--- config.mk ---
export PLATFORM = sky130hd
export DESIGN_NAME = murmur64a_stream_hasher_core
export DESIGN_NICKNAME = d
export VERILOG_FILES = /design/src/rtl/core/mm64_pkg.sv /design/src/rtl/core/mm64_mul.sv /design/src/rtl/core/murmur64a_stream_hasher_core.sv
export SDC_FILE = /design/constraint.sdc
export NUM_CORES = 2
export LEC_CHECK = 0
export BUFFER_PORTS_ARGS = -buffer_cell sky130_fd_sc_hd__buf_2
export CAP_MARGIN = 0
export CORE_UTILIZATION = 55
export CTS_BUF_LIST = sky130_fd_sc_hd__clkbuf_2 sky130_fd_sc_hd__clkbuf_4 sky130_fd_sc_hd__clkbuf_8
export DETAILED_ROUTE_END_ITERATION = 16
export GPL_TIMING_DRIVEN = 0
export PLACE_DENSITY = 0.81
export SYNTH_ARGS = -nofsm -noshare
export SYNTH_HDL_FRONTEND = slang
export SYNTH_SLANG_ARGS = --single-unit
--- constraint.sdc ---
create_clock -name aclk -period 11.1 [get_ports aclk]
set_input_delay 1.665 -clock aclk [delete_from_list [all_inputs] [get_ports aclk]]
set_output_delay 1.665 -clock aclk [all_outputs]
set_load 0.05 [all_outputs]
--- src/rtl/core/mm64_pkg.sv ---
// Shared constants and helper functions for the MurmurHash64A stream hasher.
`default_nettype none

package mm64_pkg;

    localparam logic [63:0] MIX_MUL     = 64'hc6a4a7935bd1e995;
    localparam logic [31:0] MIX_MUL_LO  = MIX_MUL[31:0];
    localparam logic [31:0] MIX_MUL_HI  = MIX_MUL[63:32];
    localparam int unsigned MIX_SHIFT   = 47;
    localparam logic [63:0] SEED_RESET  = 64'h0000_0000_dead_beef;
    localparam logic [3:0]  BLOCK_BYTES = 4'd8;
    localparam logic [1:0]  MUL_LAST_STEP = 2'd2;

    // h ^ (h >> 47)
    function automatic logic [63:0] xorshift(input logic [63:0] h);
        xorshift = h ^ (h >> MIX_SHIFT);
    endfunction

    // Limit a byte count to one full word.
    function automatic logic [3:0] clamp_bytes(input logic [3:0] n);
        clamp_bytes = (n > BLOCK_BYTES) ? BLOCK_BYTES : n;
    endfunction

    // Keep the low n bytes of w, zero the rest.
    function automatic logic [63:0] low_bytes(input logic [63:0] w, input logic [3:0] n);
        logic [63:0] r;
        r = '0;
        for (int i = 0; i < 8; i++) begin
            if (4'(i) < n) begin
                r[8*i +: 8] = w[8*i +: 8];
            end
        end
        low_bytes = r;
    endfunction

endpackage

`default_nettype wire

--- src/rtl/core/mm64_mul.sv ---
// Iterative 64-bit multiply by the mix constant, modulo 2^64, one 32x32 product per cycle.
`default_nettype none

module mm64_mul (
    input  wire logic        aclk,
    input  wire logic        aresetn,
    input  wire logic        start,
    input  wire logic [63:0] operand,
    output logic             busy,
    output logic             done,
    output logic [63:0]      result
);

    logic [63:0] a_reg;
    logic [63:0] res_reg, res_next;
    logic [1:0]  step_reg;
    logic        busy_reg;
    logic        done_reg;
    logic [31:0] op_a, op_b;
    logic [63:0] prod;

    // low word of a*M = al*ml + ((al*mh + ah*ml) << 32)
    always_comb begin
        case (step_reg)
            2'd0: begin
                op_a = a_reg[31:0];
                op_b = mm64_pkg::MIX_MUL_LO;
            end
            2'd1: begin
                op_a = a_reg[31:0];
                op_b = mm64_pkg::MIX_MUL_HI;
            end
            default: begin
                op_a = a_reg[63:32];
                op_b = mm64_pkg::MIX_MUL_LO;
            end
        endcase
    end

    assign prod = 64'(op_a) * 64'(op_b);

    always_comb begin
        if (step_reg == 2'd0) begin
            res_next = prod;
        end else begin
            res_next = {res_reg[63:32] + prod[31:0], res_reg[31:0]};
        end
    end

    always_ff @(posedge aclk) begin
        if (start) begin
            a_reg <= operand;
        end
        if (busy_reg) begin
            res_reg <= res_next;
        end
    end

    always_ff @(posedge aclk) begin
        if (!aresetn) begin
            busy_reg <= 1'b0;
            done_reg <= 1'b0;
            step_reg <= 2'd0;
        end else begin
            done_reg <= 1'b0;
            if (start) begin
                busy_reg <= 1'b1;
                step_reg <= 2'd0;
            end else if (busy_reg) begin
                if (step_reg == mm64_pkg::MUL_LAST_STEP) begin
                    busy_reg <= 1'b0;
                    done_reg <= 1'b1;
                    step_reg <= 2'd0;
                end else begin
                    step_reg <= step_reg + 2'd1;
                end
            end
        end
    end

    assign busy   = busy_reg;
    assign done   = done_reg;
    assign result = res_reg;

endmodule

`default_nettype wire

--- src/rtl/core/murmur64a_stream_hasher_core.sv ---
// Top level: word sequencer, seed register and result register around the shared multiplier.
//
//  channel  | handshake          | payload
//  ---------+--------------------+----------------------------------------------------
//  input    | s_valid / s_ready  | s_data_word, s_valid_bytes, s_first_word,
//           |                    | s_last_word, s_message_length
//  result   | m_valid / m_ready  | m_hash_value
//  config   | cfg_wr_en          | cfg_wr_data (seed)
//
// Each multiply by the mix constant runs on the one shared 32x32 multiplier.
// Multiplies per word: 1 for first_word, 3 for a full block, 1 for a 1..7 byte tail,
// 1 for last_word; after the last one the result register is loaded in S_EMIT.
// s_ready is high only in the idle state; a waiting result does not block the input.
// The result register holds until taken; the sequencer waits there only for a new result.
// Synchronous reset clears the sequencer, running hash and valid flags; seed -> 0xdeadbeef.
`default_nettype none

module murmur64a_stream_hasher_core (
    input  wire logic        aclk,
    input  wire logic        aresetn,
    input  wire logic        cfg_wr_en,
    input  wire logic [63:0] cfg_wr_data,
    input  wire logic        s_valid,
    output logic             s_ready,
    input  wire logic [63:0] s_data_word,
    input  wire logic [3:0]  s_valid_bytes,
    input  wire logic        s_first_word,
    input  wire logic        s_last_word,
    input  wire logic [31:0] s_message_length,
    output logic             m_valid,
    input  wire logic        m_ready,
    output logic [63:0]      m_hash_value
);

    typedef enum logic [7:0] {
        S_IDLE = 8'b0000_0001,
        S_LOAD = 8'b0000_0010,
        S_LEN  = 8'b0000_0100,
        S_KA   = 8'b0000_1000,
        S_KB   = 8'b0001_0000,
        S_HM   = 8'b0010_0000,
        S_FIN  = 8'b0100_0000,
        S_EMIT = 8'b1000_0000
    } state_t;

    state_t      state_reg, state_next;
    logic [63:0] seed_reg;
    logic [63:0] h_reg, h_next;
    logic [63:0] word_reg;
    logic [3:0]  nb_reg;
    logic        first_reg;
    logic        last_reg;
    logic [31:0] len_reg;
    logic        m_valid_reg;
    logic [63:0] m_hash_reg;
    logic        out_load;

    logic        mul_start;
    logic [63:0] mul_operand;
    logic        mul_busy;
    logic        mul_done;
    logic [63:0] mul_result;

    logic [63:0] adv_h;
    logic        adv_mix;
    logic        adv_go;
    logic [63:0] adv_operand;
    state_t      adv_state;

    logic        s_xfer;

    assign s_ready = (state_reg == S_IDLE);
    assign s_xfer  = s_valid && s_ready;

    mm64_mul u_mul (
        .aclk    (aclk),
        .aresetn (aresetn),
        .start   (mul_start),
        .operand (mul_operand),
        .busy    (mul_busy),
        .done    (mul_done),
        .result  (mul_result)
    );

    // Running hash into the next step: mix the word once, then finalize if last.
    always_comb begin
        unique case (state_reg)
            S_LOAD: begin
                adv_h   = h_reg;
                adv_mix = 1'b1;
            end
            S_LEN: begin
                adv_h   = seed_reg ^ mul_result;
                adv_mix = 1'b1;
            end
            default: begin
                adv_h   = mul_result;
                adv_mix = 1'b0;
            end
        endcase
    end

    always_comb begin
        adv_go      = 1'b1;
        adv_operand = adv_h;
        adv_state   = S_IDLE;
        if (adv_mix && nb_reg == mm64_pkg::BLOCK_BYTES) begin
            adv_operand = word_reg;
            adv_state   = S_KA;
        end else if (adv_mix && nb_reg != 4'd0) begin
            adv_operand = adv_h ^ mm64_pkg::low_bytes(word_reg, nb_reg);
            adv_state   = S_HM;
        end else if (last_reg) begin
            adv_operand = mm64_pkg::xorshift(adv_h);
            adv_state   = S_FIN;
        end else begin
            adv_go = 1'b0;
        end
    end

    always_comb begin
        state_next  = state_reg;
        h_next      = h_reg;
        mul_start   = 1'b0;
        mul_operand = '0;
        out_load    = 1'b0;
        unique case (state_reg)
            S_IDLE: begin
                if (s_xfer) begin
                    state_next = S_LOAD;
                end
            end
            S_LOAD: begin
                if (first_reg) begin
                    mul_start   = 1'b1;
                    mul_operand = {32'd0, len_reg};
                    state_next  = S_LEN;
                end else begin
                    h_next      = adv_h;
                    mul_start   = adv_go;
                    mul_operand = adv_operand;
                    state_next  = adv_state;
                end
            end
            S_LEN, S_HM: begin
                if (mul_done) begin
                    h_next      = adv_h;
                    mul_start   = adv_go;
                    mul_operand = adv_operand;
                    state_next  = adv_state;
                end
            end
            S_KA: begin
                if (mul_done) begin
                    mul_start   = 1'b1;
                    mul_operand = mm64_pkg::xorshift(mul_result);
                    state_next  = S_KB;
                end
            end
            S_KB: begin
                if (mul_done) begin
                    mul_start   = 1'b1;
                    mul_operand = h_reg ^ mul_result;
                    state_next  = S_HM;
                end
            end
            S_FIN: begin
                if (mul_done) begin
                    state_next = S_EMIT;
                end
            end
            S_EMIT: begin
                // wait for a free result register, then clear the running hash
                if (!m_valid_reg || m_ready) begin
                    out_load   = 1'b1;
                    h_next     = '0;
                    state_next = S_IDLE;
                end
            end
            default: begin
                state_next = S_IDLE;
            end
        endcase
    end

    always_ff @(posedge aclk) begin
        if (!aresetn) begin
            state_reg   <= S_IDLE;
            h_reg       <= '0;
            seed_reg    <= mm64_pkg::SEED_RESET;
            m_valid_reg <= 1'b0;
        end else begin
            state_reg <= state_next;
            h_reg     <= h_next;
            if (cfg_wr_en) begin
                seed_reg <= cfg_wr_data;
            end
            if (out_load) begin
                m_valid_reg <= 1'b1;
            end else if (m_ready) begin
                m_valid_reg <= 1'b0;
            end
        end
    end

    always_ff @(posedge aclk) begin
        if (s_xfer) begin
            word_reg  <= s_data_word;
            nb_reg    <= mm64_pkg::clamp_bytes(s_valid_bytes);
            first_reg <= s_first_word;
            last_reg  <= s_last_word;
            len_reg   <= s_message_length;
        end
        if (out_load) begin
            m_hash_reg <= mm64_pkg::xorshift(mul_result);
        end
    end

    assign m_valid      = m_valid_reg;
    assign m_hash_value = m_hash_reg;

`ifndef ASSERT_OFF
    a_start_idle_unit: assert property (@(posedge aclk) disable iff (!aresetn)
        mul_start |-> !mul_busy)
        else $error("multiplier restarted while busy");

    a_done_in_mul_state: assert property (@(posedge aclk) disable iff (!aresetn)
        mul_done |-> (state_reg == S_LEN || state_reg == S_KA || state_reg == S_KB ||
                      state_reg == S_HM || state_reg == S_FIN))
        else $error("multiplier done outside a multiply state");

    a_busy_not_ready: assert property (@(posedge aclk) disable iff (!aresetn)
        mul_busy |-> !s_ready)
        else $error("input ready while multiplier busy");

    a_xfer_to_load: assert property (@(posedge aclk) disable iff (!aresetn)
        s_xfer |=> state_reg == S_LOAD)
        else $error("accepted transfer did not start the sequence");

    a_emit_clears: assert property (@(posedge aclk) disable iff (!aresetn)
        out_load |=> m_valid_reg && h_reg == 64'd0 && state_reg == S_IDLE)
        else $error("result load did not present result and clear hash");
`endif

endmodule

`default_nettype wire
==> summary.md <==
| Metric | Value |
|---|---|
| Status | `finished, final reports clean` |
| I/O Pins | `237` |
| Area grow syn2layout | `9.853%` |
| Most common cell in the netlist | `inv_1` |
| DRC Markers | `0` |
| 1st-iter DRT viols | `4371` |
| Pin count of the biggest net entering global routing | `55` |
| Slew Limit Fails | `0` |
| Sequential area share after synthesis | `0.2555` |
| PortBufs | `234` |
| Post-Route Setup TNS | `0 ns` |
| CTS Buffer Depth | `3` |
| DR WL met3 | `19790 um` |
| Initial antenna violation count | `9` |
| Hold-fix buffers, CTS | `0` |
| Synth Flop Type | `edfxtp_1` |
| CTS tree | `done` |
| Least-Margin Pin Slew | `1.180 ns` |
| Async S/R FF share, synth | `0` |
| Die Area | `0.08407 sq mm` |
| Synth Register Bits | `435` |
| Final hold viol count | `0` |
| Endpoints failing setup | `0` |
| Clock Latency Late Sink | `0.68 ns` |
| Number of synthesized flops with an enable pin | `294` |
| CP Launch Type | `register` |
| CP endpoint kind | `register` |
| Die width | `289.9 um` |
| Most frequent CP cell | `fa_1` |
| Syn_area_per_cell | `9.907 sq um` |
| Layout cells sized above 1 | `0.09065` |
| Clk_skew | `0.05016 ns` |
| Total track usage | `0.3952` |
| DR top layer | `met5` |
| Pre-CTS setup slack | `-1.036 ns` |
| Sequential cell area | `0.01165 sq mm` |
| Post-synth top cells | `782 x inv_1, 613 x fa_1, 437 x ha_1` |
| Wire per inst | `27.28 um` |
| Routed WL | `165400 um` |
| Netlist cell types | `71` |
| Reg2reg setup slack | `0.27 ns` |
| Area occupied by multi-input gates | `0.03039 sq mm` |
| Yosys top cell area share | `0.2691` |
| Via-to-Cell Ratio | `6.037` |
| Hpwl dp | `138100 um` |
| DRT met1 WL | `63180 um` |
| Cell Area, Synth | `0.04560 sq mm` |
| Post-synth top area cell | `fa_1` |
| FMAX | `92.32 MHz` |
| Final worst slack | `0.2684 ns` |
| Post-layout instance area | `0.05009 sq mm` |
| Required time worst endpoint | `11.48 ns` |
| Crit path kind | `reg2reg` |
| Post-DP Area | `0.04827 sq mm` |
| Max FO, Critical Path | `10` |
| MaxCap Viol Count | `0` |
| Synth top area cells | `fa_1 27%, edfxtp_1 19%, ha_1 12%` |
| Clock slew at reported path FFs | `0.07 ns` |
| Min Tclk post-route | `10.83 ns` |
| Routability Congestion | `1.050` |
| CTS buffer count | `71` |
| Placement Rows | `105` |
| Crit path arrival time | `11.22 ns` |
| Max incr delay on CP | `0.60 ns` |
| Detail Route Antenna Nets | `0` |
| Clock sinks | `435` |
| Hold/Removal Path Class | `reg2reg` |
| First-pass DRT Iterations | `10` |
| H-tree depth | `3` |
| Inst Count DP | `5916` |
| Layout Nets | `6150` |
| First-pass GRT wire length | `241300 um` |
| Met2 routed WL | `73110 um` |
| Total grt overflow | `0` |
| Via Count | `36590` |
| Filler cells | `7002` |
| Final period util | `0.9758` |
| Initial Util | `0.5554` |
| Syn. warnings | `0` |
| Core region area | `0.08211 sq mm` |
| Cells after synthesis | `4603` |
| Cell chosen for the clock root | `clkbuf_8` |
| Die span in y | `289.9 um` |
| Vias in the first global route | `36680` |
| Post-Layout Cell Count | `6061` |
| Relative max-transition margin | `0.1909` |
| Slowest CP cell | `or4_1` |
final cells by class:
type                    instances  area share
clock inverters                28    0.006769
diodes                          5   0.0002498
plain buffers                 195     0.01536
multi-input cells            3193      0.6067
clock buffers                 102     0.02528
inverters                     784     0.05890
repair buffers                249     0.02740
flip-flops and latches        435      0.2326
well taps                    1070     0.02673
per-stage QoR:
| stage | util | hold WS [ns] |
|---|---|---|
| after floorplan | - | 0.4244 |
| after global placement | 0.5861 | 0.4576 |
| after detailed placement | 0.5878 | 0.4622 |
| after CTS | 0.6079 | 0.4790 |
| after global routing | 0.6099 | 0.5078 |
| final | 0.6101 | 0.4797 |
placed cells by master, fill, tap and decap left out, drive strengths merged, types with 141 or more instances in the layout:
master	netlist	final
inv	782	783
dfxtp	141	141
buf	20	269
nor2	206	206
edfxtp	294	294
fa	613	613
ha	437	437
a21oi	279	279
o21ai	237	237
nand2	401	401
clkbuf	175	277
kinds of logic after synthesis:
family,share of synthesized area
xor gates and xnor gates,0.04264
adders and majority gates,0.3890
other,0.0001647
and+or+nand+nor,0.09760
muxes,0.02223
AOI/OAI and AO/OA,0.1119
buffers and inverters,0.08092
DFF,0.2555
worst max-delay path, delay by kind of cell, from the launching register on:
family                     cells  cell delay, ns
buffers and inverters         10            2.32
AOI/OAI and AO/OA              3            0.56
xor gates and xnor gates       2            0.56
adders and majority gates     10            4.54
and+or+nand+nor                6            1.58
DFF                            1            0.36
muxes                          1            0.59
layer usage:
layer | global-route usage | up-vias
met5 | 0 | -
met4 | 0.1867 | 8
met3 | 0.1031 | 504
met2 | 0.6067 | 2348
met1 | 0.5237 | 17910
li1 | - | 15820
repair_timing:
| action | in CTS | in global routing |
|---|---|---|
| setup buffers | 0 | 9 |
| cloned | 0 | 0 |
| resized for setup | 15 | 32 |
| hold endpoints to repair | 0 | 0 |
| setup endpoints to repair | 21 | 10 |
worst paths after layout:
check | startpoint | end | cells after the start
max reg2reg | u_mul.step_reg[1] | u_mul.result[62] | 32
max | u_mul.step_reg[1] | u_mul.result[62] | 32
min | seed_reg[11] | seed_reg[11] | 2
min reg2reg | seed_reg[11] | seed_reg[11] | 2
Power is not shown: default switching activity piles up to over one toggle a cycle in this logic, so the estimate is an artifact.
